--- src/partition_refinability_checker_defines.svh ---
// ----------------------------------------------------------------------------
// Partition refinability checker assertion macros
// Shared property wrappers; empty when SYNTH is defined.
// ----------------------------------------------------------------------------
`ifndef PARTITION_REFINABILITY_CHECKER_DEFINES_SVH
`define PARTITION_REFINABILITY_CHECKER_DEFINES_SVH
`ifndef SYNTH
`define PRC_ASSERT_SAME(label, clk, rst, ante, cons) \
   label: assert property (@(posedge clk) disable iff (rst) (ante) |-> (cons)) \
      else $error("assertion failed");
`define PRC_ASSERT_NEXT(label, clk, rst, ante, cons) \
   label: assert property (@(posedge clk) disable iff (rst) (ante) |=> (cons)) \
      else $error("assertion failed");
`else
`define PRC_ASSERT_SAME(label, clk, rst, ante, cons)
`define PRC_ASSERT_NEXT(label, clk, rst, ante, cons)
`endif
`endif

--- src/prc_pkg.sv ---
// ----------------------------------------------------------------------------
// prc_pkg
// Types, codes and constants of the partition refinability checker.
// ----------------------------------------------------------------------------
package prc_pkg;
   localparam int VALUE_BITS      = 16;
   localparam int SUM_W           = VALUE_BITS + 1;
   localparam int MAX_CLASSES_DEF = 256;
   localparam logic [SUM_W-1:0] INF_SUM = SUM_W'(1) << VALUE_BITS;

   localparam logic [1:0] VERDICT_NONE    = 2'd0;
   localparam logic [1:0] VERDICT_REFINE  = 2'd1;
   localparam logic [1:0] VERDICT_INVALID = 2'd2;
   localparam logic [1:0] VERDICT_CAP     = 2'd3;

   localparam logic [1:0] PHASE_PREFIX = 2'd0;
   localparam logic [1:0] PHASE_TABLE  = 2'd1;
   localparam logic [1:0] PHASE_DONE   = 2'd2;

   typedef struct packed {
      logic [VALUE_BITS-1:0] value;
      logic                  last;
   } req_type;

   typedef struct packed {
      logic [1:0]            verdict;
      logic [VALUE_BITS-1:0] refine_point;
   } rsp_type;
endpackage

--- src/prc_ctrl.sv ---
// ----------------------------------------------------------------------------
// prc_ctrl
// Item sequencer: prefix scan, table clear and hole insertion over the store.
// ----------------------------------------------------------------------------
`include "partition_refinability_checker_defines.svh"

module prc_ctrl #(
   parameter int MAX_CLASSES = prc_pkg::MAX_CLASSES_DEF,
   localparam int IDX_W = $clog2(MAX_CLASSES),
   localparam int CNT_W = $clog2(MAX_CLASSES + 1)
) (
   input  logic                      clock,
   input  logic                      reset,
   input  logic                      start,
   output logic                      busy,
   input  prc_pkg::req_type          req_item,
   output logic                      rsp_strobe,
   output prc_pkg::rsp_type          rsp_item,
   output logic                      mem_we,
   output logic [IDX_W-1:0]          mem_waddr,
   output logic [prc_pkg::SUM_W-1:0] mem_wdata,
   output logic [IDX_W-1:0]          mem_raddr,
   input  logic [prc_pkg::SUM_W-1:0] mem_rdata
);
   localparam int VB = prc_pkg::VALUE_BITS;
   localparam int SW = prc_pkg::SUM_W;

   localparam logic [3:0] ST_IDLE   = 4'd0;
   localparam logic [3:0] ST_EVAL   = 4'd1;
   localparam logic [3:0] ST_CLEAR  = 4'd2;
   localparam logic [3:0] ST_TLOOP  = 4'd3;
   localparam logic [3:0] ST_FINAL  = 4'd4;
   localparam logic [3:0] ST_HR0    = 4'd5;
   localparam logic [3:0] ST_HRJ    = 4'd6;
   localparam logic [3:0] ST_LA     = 4'd7;
   localparam logic [3:0] ST_LI     = 4'd8;
   localparam logic [3:0] ST_LJ     = 4'd9;
   localparam logic [3:0] ST_HDONE  = 4'd10;
   localparam logic [3:0] ST_FINISH = 4'd11;

   function automatic logic [IDX_W-1:0] add_mod(input logic [IDX_W-1:0] a,
                                                input logic [IDX_W-1:0] b,
                                                input logic [CNT_W-1:0] m);
      logic [IDX_W:0] s;
      logic [IDX_W:0] mm;
      s  = {1'b0, a} + {1'b0, b};
      mm = (IDX_W+1)'(m);
      if (s >= mm) begin
         s = s - mm;
      end
      return s[IDX_W-1:0];
   endfunction

   logic [3:0]       state_ff, state_in;
   logic [VB-1:0]    v_ff, v_in;
   logic             last_ff, last_in;
   logic [VB-1:0]    prev_ff, prev_in;
   logic [1:0]       phase_ff, phase_in;
   logic [1:0]       hv_ff, hv_in;
   logic [VB-1:0]    hp_ff, hp_in;
   logic [CNT_W-1:0] m_ff, m_in;
   logic [CNT_W-1:0] cnt_ff, cnt_in;
   logic [SW-1:0]    ne_ff, ne_in;
   logic [IDX_W-1:0] ner_ff, ner_in;
   logic [IDX_W-1:0] i_ff, i_in;
   logic [SW-1:0]    sum_ff, sum_in;
   logic [IDX_W-1:0] idx_ff, idx_in;
   logic             strobe_ff, strobe_in;
   prc_pkg::rsp_type rsp_ff, rsp_in;

   logic [SW:0]      sum_wide;
   logic             i_more;
   logic [IDX_W-1:0] ner_next;

   always_comb begin
      state_in  = state_ff;
      v_in      = v_ff;
      last_in   = last_ff;
      prev_in   = prev_ff;
      phase_in  = phase_ff;
      hv_in     = hv_ff;
      hp_in     = hp_ff;
      m_in      = m_ff;
      cnt_in    = cnt_ff;
      ne_in     = ne_ff;
      ner_in    = ner_ff;
      i_in      = i_ff;
      sum_in    = sum_ff;
      idx_in    = idx_ff;
      strobe_in = 1'b0;
      rsp_in    = rsp_ff;
      mem_we    = 1'b0;
      mem_waddr = ner_ff;
      mem_wdata = ne_ff;
      mem_raddr = ner_ff;
      sum_wide  = {1'b0, mem_rdata} + {1'b0, ne_ff};
      i_more    = (CNT_W'(i_ff) + CNT_W'(1)) < m_ff;
      ner_next  = add_mod(ner_ff, IDX_W'(1), m_ff);

      case (state_ff)
         ST_IDLE: begin
            if (start) begin
               v_in     = req_item.value;
               last_in  = req_item.last;
               state_in = ST_EVAL;
            end
         end
         ST_EVAL: begin
            state_in = ST_FINISH;
            prev_in  = v_ff;
            if (hv_ff != prc_pkg::VERDICT_INVALID) begin
               if (v_ff <= prev_ff) begin
                  hv_in    = prc_pkg::VERDICT_INVALID;
                  hp_in    = '0;
                  phase_in = prc_pkg::PHASE_DONE;
               end else if (phase_ff == prc_pkg::PHASE_PREFIX) begin
                  if ({1'b0, v_ff} == ne_ff) begin
                     ne_in = ne_ff + SW'(1);
                  end else if (ne_ff > SW'(MAX_CLASSES)) begin
                     hv_in    = prc_pkg::VERDICT_CAP;
                     hp_in    = '0;
                     phase_in = prc_pkg::PHASE_DONE;
                  end else begin
                     m_in     = CNT_W'(ne_ff);
                     cnt_in   = '0;
                     ne_in    = ne_ff + SW'(1);
                     ner_in   = (ne_ff == SW'(1)) ? IDX_W'(0) : IDX_W'(1);
                     i_in     = '0;
                     phase_in = prc_pkg::PHASE_TABLE;
                     state_in = ST_CLEAR;
                  end
               end else if (phase_ff == prc_pkg::PHASE_TABLE) begin
                  state_in = ST_TLOOP;
               end
            end
         end
         ST_CLEAR: begin
            mem_we    = 1'b1;
            mem_waddr = i_ff;
            mem_wdata = prc_pkg::INF_SUM;
            if (i_more) begin
               i_in = i_ff + IDX_W'(1);
            end else begin
               state_in = ST_TLOOP;
            end
         end
         ST_TLOOP: begin
            mem_raddr = ner_ff;
            state_in  = (ne_ff < {1'b0, v_ff}) ? ST_HR0 : ST_FINAL;
         end
         ST_FINAL: begin
            state_in = ST_FINISH;
            if (mem_rdata <= {1'b0, v_ff}) begin
               hv_in    = prc_pkg::VERDICT_REFINE;
               hp_in    = v_ff;
               phase_in = prc_pkg::PHASE_DONE;
            end else begin
               ne_in  = {1'b0, v_ff} + SW'(1);
               ner_in = ner_next;
            end
         end
         ST_HR0: begin
            if (mem_rdata < ne_ff) begin
               if (sum_wide < (SW+1)'(prc_pkg::INF_SUM)) begin
                  mem_raddr = add_mod(ner_ff, ner_ff, m_ff);
                  idx_in    = mem_raddr;
                  sum_in    = sum_wide[SW-1:0];
                  state_in  = ST_HRJ;
               end else begin
                  ne_in    = ne_ff + SW'(1);
                  ner_in   = ner_next;
                  state_in = ST_TLOOP;
               end
            end else if (m_ff == CNT_W'(1)) begin
               state_in = ST_HDONE;
            end else begin
               i_in     = IDX_W'(1);
               state_in = ST_LA;
            end
         end
         ST_HRJ: begin
            if (sum_ff < mem_rdata) begin
               mem_we    = 1'b1;
               mem_waddr = idx_ff;
               mem_wdata = sum_ff;
            end
            ne_in    = ne_ff + SW'(1);
            ner_in   = ner_next;
            state_in = ST_TLOOP;
         end
         ST_LA: begin
            mem_raddr = i_ff;
            state_in  = ST_LI;
         end
         ST_LI: begin
            if (sum_wide < (SW+1)'(prc_pkg::INF_SUM)) begin
               mem_raddr = add_mod(i_ff, ner_ff, m_ff);
               idx_in    = mem_raddr;
               sum_in    = sum_wide[SW-1:0];
               state_in  = ST_LJ;
            end else if (i_more) begin
               i_in     = i_ff + IDX_W'(1);
               state_in = ST_LA;
            end else begin
               state_in = ST_HDONE;
            end
         end
         ST_LJ: begin
            if (sum_ff < mem_rdata) begin
               mem_we    = 1'b1;
               mem_waddr = idx_ff;
               mem_wdata = sum_ff;
            end
            if (i_more) begin
               i_in     = i_ff + IDX_W'(1);
               state_in = ST_LA;
            end else begin
               state_in = ST_HDONE;
            end
         end
         ST_HDONE: begin
            mem_we    = 1'b1;
            mem_waddr = ner_ff;
            mem_wdata = ne_ff;
            cnt_in    = cnt_ff + CNT_W'(1);
            if ((cnt_ff + CNT_W'(1)) >= m_ff) begin
               hv_in    = prc_pkg::VERDICT_REFINE;
               hp_in    = v_ff;
               phase_in = prc_pkg::PHASE_DONE;
               state_in = ST_FINISH;
            end else begin
               ne_in    = ne_ff + SW'(1);
               ner_in   = ner_next;
               state_in = ST_TLOOP;
            end
         end
         ST_FINISH: begin
            state_in = ST_IDLE;
            if (last_ff) begin
               strobe_in           = 1'b1;
               rsp_in.verdict      = hv_ff;
               rsp_in.refine_point = (hv_ff == prc_pkg::VERDICT_REFINE) ? hp_ff : '0;
               prev_in             = '0;
               phase_in            = prc_pkg::PHASE_PREFIX;
               hv_in               = prc_pkg::VERDICT_NONE;
               hp_in               = '0;
               m_in                = '0;
               cnt_in              = '0;
               ne_in               = SW'(1);
            end
         end
         default: begin
            state_in = ST_IDLE;
         end
      endcase
   end

   always_ff @(posedge clock) begin
      if (reset) begin
         state_ff  <= ST_IDLE;
         prev_ff   <= '0;
         phase_ff  <= prc_pkg::PHASE_PREFIX;
         hv_ff     <= prc_pkg::VERDICT_NONE;
         hp_ff     <= '0;
         m_ff      <= '0;
         cnt_ff    <= '0;
         ne_ff     <= SW'(1);
         strobe_ff <= 1'b0;
      end else begin
         state_ff  <= state_in;
         prev_ff   <= prev_in;
         phase_ff  <= phase_in;
         hv_ff     <= hv_in;
         hp_ff     <= hp_in;
         m_ff      <= m_in;
         cnt_ff    <= cnt_in;
         ne_ff     <= ne_in;
         strobe_ff <= strobe_in;
      end
      v_ff    <= v_in;
      last_ff <= last_in;
      ner_ff  <= ner_in;
      i_ff    <= i_in;
      sum_ff  <= sum_in;
      idx_ff  <= idx_in;
      rsp_ff  <= rsp_in;
   end

   assign busy       = (state_ff != ST_IDLE);
   assign rsp_strobe = strobe_ff;
   assign rsp_item   = rsp_ff;

   `PRC_ASSERT_NEXT(a_rsp_after_last, clock, reset, state_ff == ST_FINISH && last_ff, rsp_strobe)
   `PRC_ASSERT_SAME(a_rsp_needs_last, clock, reset, rsp_strobe, $past(last_ff))
   `PRC_ASSERT_SAME(a_point_nonzero, clock, reset,
      rsp_strobe && rsp_item.verdict == prc_pkg::VERDICT_REFINE, rsp_item.refine_point != '0)
   `PRC_ASSERT_SAME(a_waddr_in_class, clock, reset, mem_we, CNT_W'(mem_waddr) < m_ff)
   `PRC_ASSERT_SAME(a_count_bound, clock, reset, 1'b1, cnt_ff <= m_ff)
endmodule

--- config.mk ---
export PLATFORM = sky130hd
export DESIGN_NAME = prc_ctrl
export DESIGN_NICKNAME = d
export VERILOG_FILES = /design/src/prc_pkg.sv /design/src/prc_ctrl.sv
export VERILOG_INCLUDE_DIRS = /design/src /design/src/src
export SDC_FILE = /design/constraint.sdc
export NUM_CORES = 1
export LEC_CHECK = 0
export BUFFER_PORTS_ARGS = -buffer_cell sky130_fd_sc_hd__buf_2
export CORE_ASPECT_RATIO = 2
export CORE_UTILIZATION = 55
export CTS_CLUSTER_DIAMETER = 80
export DETAILED_ROUTE_END_ITERATION = 6
export PLACE_DENSITY = 0.84
export SYNTH_ARGS = -nofsm -noshare
export SYNTH_HDL_FRONTEND = slang
export SYNTH_SLANG_ARGS = --single-unit
--- constraint.sdc ---
create_clock -name clock -period 4.2 [get_ports clock]
set_clock_uncertainty 0.05 [all_clocks]
set_input_delay 0.63 -clock clock [delete_from_list [all_inputs] [get_ports clock]]
set_output_delay 0.63 -clock clock [all_outputs]
set_load 0.005 [all_outputs]
Yosys cells after proc, flatten, opt, wreduce, memory -nomap -nowiden
Cells that the tools add are included.
{"block": "word_totals", "ff_bits": 152, "inputBits": 37, "word_cells": 218}
{"block": "classes", "n_addsub": 12, "n_lt_le_gt_ge": 12, "n_eq_ne": 40, "mux": 109, "n_bitwise": 1, "n_reduce_logical": 27}
{"cell": "8-bit 2-to-1 mux", "n": 28}
{"cell": "17-bit 2-to-1 mux", "n": 13}
{"cell": "16-bit 2-to-1 mux", "n": 8}
{"cell": "17-bit one-hot mux with 6 select lines", "n": 1}
{"cell": "9-bit 2-to-1 mux", "n": 11}
{"cell": "17-bit one-hot mux with 2 select lines", "n": 2}
{"cell": "16-bit one-hot mux with 4 select lines", "n": 1}
{"cell": "4-bit 2-to-1 mux", "n": 13}
{"cell": "4-bit one-hot mux with 11 select lines", "n": 1}
{"cell": "2-bit inequality test (second input constant)", "n": 20}
{"cell": "8-bit one-hot mux with 5 select lines", "n": 1}
{"cell": "9-bit greater-or-equal comparator", "n": 4}
{"cell": "17-bit less-than comparator", "n": 2}
{"cell": "16-bit one-hot mux with 2 select lines", "n": 1}
{"cell": "8-bit one-hot mux with 2 select lines", "n": 2}
{"cell": "8-bit one-hot mux with 4 select lines", "n": 1}
{"cell": "2-bit 2-to-1 mux", "n": 15}
{"cell": "9-bit one-hot mux with 3 select lines", "n": 1}
{"cell": "8-bit one-hot mux with 3 select lines", "n": 1}
{"cell": "8-bit subtractor", "n": 3}
{"cell": "7-bit AND reduction", "n": 3}
{"cell": "10-bit AND reduction", "n": 2}
{"cell": "17-bit by 17-bit adder with 18-bit output", "n": 1}
{"cell": "8-bit by 1-bit adder with 9-bit output (second input constant)", "n": 2}
{"cell": "other kinds (38)", "n": 64}

Longest topological paths before layout
Gate-level depths: netlist of run 1.
{"block": "logic_depth", "ltp_word": 8, "mapped_depth": 18, "ltp_nobuf": 17}

Least setup slack after synthesis of run 1
OpenSTA, ideal clock, no wires.
{"block": "synth_timing", "path_type": "register to output", "start": "register ner_ff[0]", "end": "output port mem_raddr[0]", "t_arrival_ps": 3637, "t_required_ps": 3520, "slack_ps": -117, "stages_incl_launch_ff": 18, "path_cell_list": "edfxtp_1 -> ha_1 -> inv_1 -> fa_1 -> nor2b_1 -> o21a_1 -> o21ai_0 -> a21oi_1 -> a21oi_1 -> ha_1 -> or3_1 -> o21ai_0 -> a31oi_1 -> o221ai_1 -> clkbuf_1 -> mux2_2 -> o31a_1 -> o211ai_1"}
{"block": "synth_between", "elab_chain_len": 6, "elab_cells_between_ends": 12}
{"item": "start, declared", "line": "prc_ctrl.sv:64", "source": "logic [IDX_W-1:0] ner_ff, ner_in;"}
{"item": "start signal, assigned", "line": "prc_ctrl.sv:282", "source": "ner_ff <= ner_in;"}
{"item": "8-bit by 8-bit adder with 9-bit output", "line": "prc_ctrl.sv:46", "source": "s = {1'b0, a} + {1'b0, b};"}
{"item": "8-bit subtractor or 9-bit greater-or-equal comparator (tied branches)", "line": "prc_ctrl.sv:49, prc_ctrl.sv:48"}
{"item": "8-bit 2-to-1 mux", "line": "prc_ctrl.sv:48", "source": "if (s >= mm) begin"}
{"item": "8-bit 2-to-1 mux", "line": "prc_ctrl.sv:164", "source": "if (sum_wide < (SW+1)'(prc_pkg::INF_SUM)) begin"}
{"item": "8-bit 2-to-1 mux", "line": "prc_ctrl.sv:163", "source": "if (mem_rdata < ne_ff) begin"}
{"item": "8-bit one-hot mux with 3 select lines *", "line": "prc_ctrl.sv:100", "source": "case (state_ff)"}
{"item": "end, declared", "line": "prc_ctrl.sv:22", "source": "output logic [IDX_W-1:0] mem_raddr,"}
Mark *: on every way between the ends. The rest lies on a longest branch, timed or not.

Worst setup path in the final report of run 1
{"block": "layout_timing", "start": "register ner_ff[0]", "end": "output port mem_raddr[4]"}
The elaborated chain is that of the path after synthesis.

==> impl_metrics.yaml, run 1 <==
grt:
  antenna_found_initial: 1
  grt_max_degree: 56
  gr-total-overflow: 0
  grt_pass1_vias: 12600
  grt_pass1_wl_um: 70600
  track_usage: 0.415
critical_path:
  cp-start-kind: "flop"
  endpoint_kind: "output port"
  r2r_slack_ns: 0.19
  crit_type: "flop to output port"
  worst-path-max-fanout: 5
  critPathArrivalTime_ns: 3.96
  cp.required_ns: 3.52
timing:
  relSlewSlack: 0.183
  worstMarginPinSlew_ns: 1.21
  fmax_mhz: 215
  drv_slew: 0
  period_share: 1.11
  finalCriticalPeriod_ns: 4.64
  rsz0062_at_grt: "yes"
  hold_viol_final: 0
  worst_slack_ns: -0.444
  setup_viol: 8
power:
  pwr-share-comb: 0.690
  switching_share: 0.475
  switching_power_mw: 5.93
  seqPwrFrac: 0.183
  p_total_mw: 12.5
  p_leak_nw: 6.23
  max-vdd-ir-drop_mv: 1.69
  power.density_nw_per_um2: 847
  p_clk_frac: 0.128
  p_int_mw: 6.55
clock_tree:
  cts-root-buf: "clkbuf_16"
  numCtsBuffers: 17
  insertion_delay_ns: 0.46
  clock-sinks: 152
  clkTransAtPathRegs_ns: 0.07
  cts_tree: "yes"
  clock_path_buffers: 2
  htree_levels: 4
  hold_buffers: 0
detailed_routing:
  wl_per_cell_um: 24.1
  ant_nets: 0
  drt_iter0_markers: 1017
  viasPerCell: 6.47
  vias: 12400
  dr.pass1.iters: 6
  wl_um: 46200
  drc: 0
synth:
  synthArstFlopShare: 0
  synthCells: 1473
  syn_area_per_cell_um2: 8.49
  synth-edff-count: 76
  syn-num-nets: 1669
  synth_seq_cells: 152
  synth_area_leaders: "edfxtp_1 18%, ha_1 15%, dfxtp_1 12%, a21oi_1 5.2%, nor2_1 4.0%"
  ys_seq_area_frac: 0.304
  synth-main-ff-cell: "edfxtp_1"
  synth.distinct_cells: 75
  synth_common_cells: "154 x ha_1, 134 x nor2_1, 131 x a21oi_1"
  synth_area_leader_cell: "edfxtp_1"
  synth.cell_area_um2: 12500
  synth_warnings: 0
  synth.most_common_cell: "ha_1"
  synth_top_area_share: 0.182
floorplanning:
  die-area_um2: 23400
  rows: 77
  die_w_um: 109
  start_util: 0.562
  core_um2: 22300
  io_pins: 91
  fp.dieH_um: 215
finish:
  instances_no_fill: 1914
  num_antenna_cells: 0
  drive_gt1_frac: 0.180
  area_delta_synth_final_pct: 17.7
  final_net_count: 1821
job:
  maxCapViolCount: 0
placement:
  post-place-cells: 1862
  hpwl_um: 33900
  pre_cts_slack_ns: -0.0690
  portBuffers: 90
  place.gp.congestion: 0.992
status:
  status: "finished, violations left"
  violations: "negative setup slack"
worst_hold_path:
  holdCritPathClass: "primary input to flop"
-- cells in the final DEF, fill, tap and decap left out, drive strengths merged, types with 38 or more instances in the layout --
master	count
nand2	102
nor2	134
nand4	43
xnor2	38
ha	154
mux2i	42
o21ai	70
a21oi	132
inv	126
buf	194
edfxtp	76
nand3	51
dfxtp	76
-- flip-flops by register name (all words and copies together) (netlist names), 8 cells and up --
signal    cells
idx_ff        8
sum_ff       17
rsp_item     18
hp_ff        16
ner_ff        8
m_ff          9
prev_ff      16
i_ff          8
cnt_ff        9
v_ff         16
ne_ff        17
-- power groups by stage --
| stage | logic, mW | clock network, mW | registers [mW] |
|---|---|---|---|
| finish | 8.60 | 1.60 | 2.28 |
| global route | 9.24 | 1.66 | 2.31 |
| CTS | 7.76 | 1.59 | 2.26 |
| detailed placement | 6.77 | 0 | 2.29 |
| global placement | 6.62 | 0 | 2.27 |
| floorplan | 4.32 | 0 | 2.20 |
-- worst paths after layout --
kind | from | cells past startpoint | endpoint
worst max register to register | cnt_ff[0] | 13 | m_ff[5]
worst min register to register | prev_ff[5] | 2 | prev_ff[5]
worst min-delay path | req_item[3] | 1 | v_ff[2]
worst max-delay path | ner_ff[0] | 16 | mem_raddr[4]
-- through the flow --
| stage | hold WS [ns] | utilization | setup TNS, ns | cell area [µm²] |
|---|---|---|---|---|
| final | 0.298 | 0.662 | -2.93 | 14700 |
| after global routing | 0.285 | 0.662 | -4.32 | 14700 |
| after CTS | 0.292 | 0.655 | -2.44 | 14600 |
| after detailed placement | 0.398 | 0.614 | -0.219 | 13700 |
| after global placement | 0.403 | 0.614 | -0.0137 | 13700 |
| after floorplan | 0.358 | - | 0 | 12500 |
-- logic make-up after synthesis --
logic type / Yosys count / share of synthesized area
buffers and inverters: 177 / 0.0563
xor gates and xnor gates: 62 / 0.0434
adders and majority gates: 159 / 0.162
AOI/OAI and AO/OA: 373 / 0.195
muxes: 44 / 0.0354
and+or+nand+nor: 506 / 0.204
DFF: 152 / 0.304
-- metal layers --
metal,vias to the layer above,part of all wire,track usage
met4,0,0.12,0.405
li1,5681,-,-
met1,5798,0.31,0.376
met5,-,0,0
met3,301,0.083,0.143
met2,599,0.49,0.690
-- critical path: stages (launching register included) --
cell and delay [ns]:
edfxtp_1 0.36, ha_2 0.20, inv_2 0.05, fa_2 0.39
buf_4 0.15, buf_4 0.13, xnor2_2 0.18, ha_1 0.37
nand3_2 0.10, o21bai_4 0.19, a31oi_4 0.18, o221ai_2 0.14
buf_6 0.16, o31a_1 0.27, or3_1 0.36, o2111ai_2 0.08
buf_2 0.17
-- what timing repair did --
item	in CTS	in global routing
gates resized for setup	45	21
pin swaps	21	15
cloned	1	0
endpoints found under the setup margin	8	22
endpoints found under the hold margin	0	0
setup buffers	15	5
-- area by class of cell --
cell class / count / area [µm²]
Clock buffer: 17 / 425
Clock inverter: 15 / 173
Inverter: 116 / 435
Multi-Input combinational cell: 1144 / 8300
Timing Repair Buffer: 194 / 1250
Fill cell: 1828 / 7520
Sequential cell: 152 / 3800
Tap cell: 276 / 345
Note: power is estimated with default switching activity, not from simulation.
==> run 2, diff against run 1 <==
Settings changed: CORE_MARGIN set to 1.5.
==> run 2 against run 1 <==
The flow finishes with violations (design-rule violations, negative setup slack). Flip-flop and latch count is the same. Register-to-register slack gained 0.11 ns. Critical path depth grew 2. Combinational power grew 1%. First-iteration DRC count grew 3.6%. Power grew 0.71%. Sequential power is essentially flat. Critical path type unchanged. Highest routed layer unchanged.
==> impl_metrics.yaml, run 2 (synthesis results as in run 1) <==
critical_path:
  worst-path-max-fanout: 8
  crit_type: "flop to output port"
  reg2reg_depth: 14
  cp.required_ns: 3.52
  r2r_end: "ner_ff[0]"
  r2r_slack_ns: 0.30
  critPathArrivalTime_ns: 4.04
  endpoint_kind: "output port"
  cp-start-kind: "flop"
  reg2reg_from: "ner_ff[4]"
detailed_routing:
  wl_um: 44700
  wl_met3_um: 3190
  viasPerCell: 6.52
  wl_per_cell_um: 23.3
  dr.pass1.iters: 7
  ant_nets: 0
  drt_iter0_markers: 1054
  topRoutingLayerUsed: "met4"
  wl_met1_um: 13900
  met2_length_um: 22400
  vias: 12500
  drc: 5
clock_tree:
  clock-sinks: 152
  cts-root-buf: "clkbuf_16"
  insertion_delay_ns: 0.45
  numCtsBuffers: 17
  hold_buffers: 0
  cts_tree: "yes"
  clkTransAtPathRegs_ns: 0.07
  clock_path_buffers: 2
  htree_levels: 4
worst_hold_path:
  holdCritPathClass: "primary input to flop"
  hold_depth: 1
  min-delay-start: "req_item[7]"
  min_to: "v_ff[6]"
power:
  power.density_nw_per_um2: 855
  switching_power_mw: 5.83
  max-vdd-ir-drop_mv: 1.56
  p_leak_nw: 6.22
  p_int_mw: 6.73
  p_clk_frac: 0.127
  switching_share: 0.464
  pwr-share-comb: 0.694
  seqPwrFrac: 0.179
  p_total_mw: 12.6
floorplanning:
  start_util: 0.562
  io_pins: 91
  die-area_um2: 23700
  die_w_um: 110
  core_um2: 22300
  fp.dieH_um: 216
  rows: 77
grt:
  gr-total-overflow: 0
  grt_max_degree: 54
  antenna_found_initial: 1
  track_usage: 0.387
  grt_pass1_vias: 12500
  grt_pass1_wl_um: 68000
timing:
  hold_viol_final: 0
  drv_slew: 0
  rsz0062_at_grt: "yes"
  fmax_mhz: 212
  fin_tns_setup_ns: -3.46
  relSlewSlack: 0.297
  period_share: 1.12
  worstMarginPinSlew_ns: 1.06
  setup_viol: 8
  finalCriticalPeriod_ns: 4.72
  worst_slack_ns: -0.523
finish:
  final_common_cell: "ha_1"
  num_antenna_cells: 0
  fill_cells: 1818
  drive_gt1_frac: 0.177
  post-route-util: 0.660
  largest_reg_flops: 18
  final_net_count: 1821
  multiInputGateArea_um2: 8240
  final_cell_mix: "150 x ha_1, 133 x nor2_1, 126 x a21oi_1, 113 x inv_1"
  regArea_um2: 3800
  area_delta_synth_final_pct: 17.4
  instances_no_fill: 1914
placement:
  portBuffers: 90
  post-place-cells: 1866
  place.gp.congestion: 0.988
  hpwl_um: 33100
  pre_cts_slack_ns: -0.0754
status:
  status: "finished, violations left"
  violations: "design-rule violations, negative setup slack"
job:
  maxCapViolCount: 0
[run 2: changes by cell type in the layout (fill, tap and decap cells not counted), moves of 2 or more]
cell,change
mux2i_1,-2
buf_6,-3
o21ai_0,+2
nor2b_2,+2
nor3_4,-2
xnor2_2,-2
inv_6,-4
nor2b_1,-2
buf_12,+2
inv_8,+3
[run 2: layout make-up]
class / instances / area share
multi-input combinational: 1144 / 0.561
sequential: 152 / 0.259
timing repair buffer: 194 / 0.0860
inverter: 116 / 0.0296
clock buffer: 17 / 0.0290
tap: 276 / 0.0235
clock inverter: 15 / 0.0122
[run 2: worst max path at each step]
stage | startpoint | endpoint | slack (ns) | depth (start not counted)
after floorplan | ner_ff[0] | mem_raddr[0] | 0.02 | 17
after global placement | ner_ff[0] | mem_raddr[0] | -0.03 | 18
after detailed placement | i_ff[0] | mem_raddr[0] | -0.08 | 18
after CTS | i_ff[0] | mem_raddr[0] | -0.42 | 18
after global routing | i_ff[0] | mem_raddr[0] | -0.63 | 17
final | ner_ff[0] | mem_raddr[0] | -0.52 | 18
[run 2: power groups by stage]
stage / logic (mW) / clock network (mW) / registers (mW)
after floorplan: 4.32 / 0 / 2.20
after global placement: 6.63 / 0 / 2.26
after detailed placement: 6.77 / 0 / 2.27
after CTS: 7.63 / 1.60 / 2.24
after global routing: 9.38 / 1.66 / 2.28
final: 8.72 / 1.60 / 2.25
[run 2: per-stage QoR]
step | area [µm²] | hold WS [ns]
2_1_floorplan | 12500 | 0.358
3_3_place_gp | 13700 | 0.405
3_5_place_dp | 13700 | 0.395
4_1_cts | 14500 | 0.293
5_1_grt | 14700 | 0.296
6_report | 14700 | 0.301
[run 2: routing by layer]
metal / vias to the layer above / global-route usage
met5: - / 0
met4: 0 / 0.372
met3: 300 / 0.115
met2: 613 / 0.652
met1: 5888 / 0.355
li1: 5683 / -
[run 2: worst max-delay path, stage by stage, from the launching register on]
cell and delay (ns):
edfxtp_1 0.40, ha_2 0.22, inv_2 0.05, fa_2 0.20, nor2b_2 0.05, o21a_1 0.21
o21a_1 0.23, o21ai_2 0.13, a21oi_2 0.08, ha_2 0.18, or3_4 0.39, o21ai_2 0.09
a31oi_4 0.05, o221ai_2 0.24, buf_6 0.18, mux2_4 0.31, o31a_1 0.24, o211ai_1 0.16
buf_2 0.18
[run 2: repair_timing]
action | 4_1_cts | 5_1_grt
setup buffers | 13 | 5
pin swaps | 9 | 17
hold endpoints to repair | 0 | 0
endpoints found under the setup margin | 8 | 25
gates resized for setup | 20 | 28
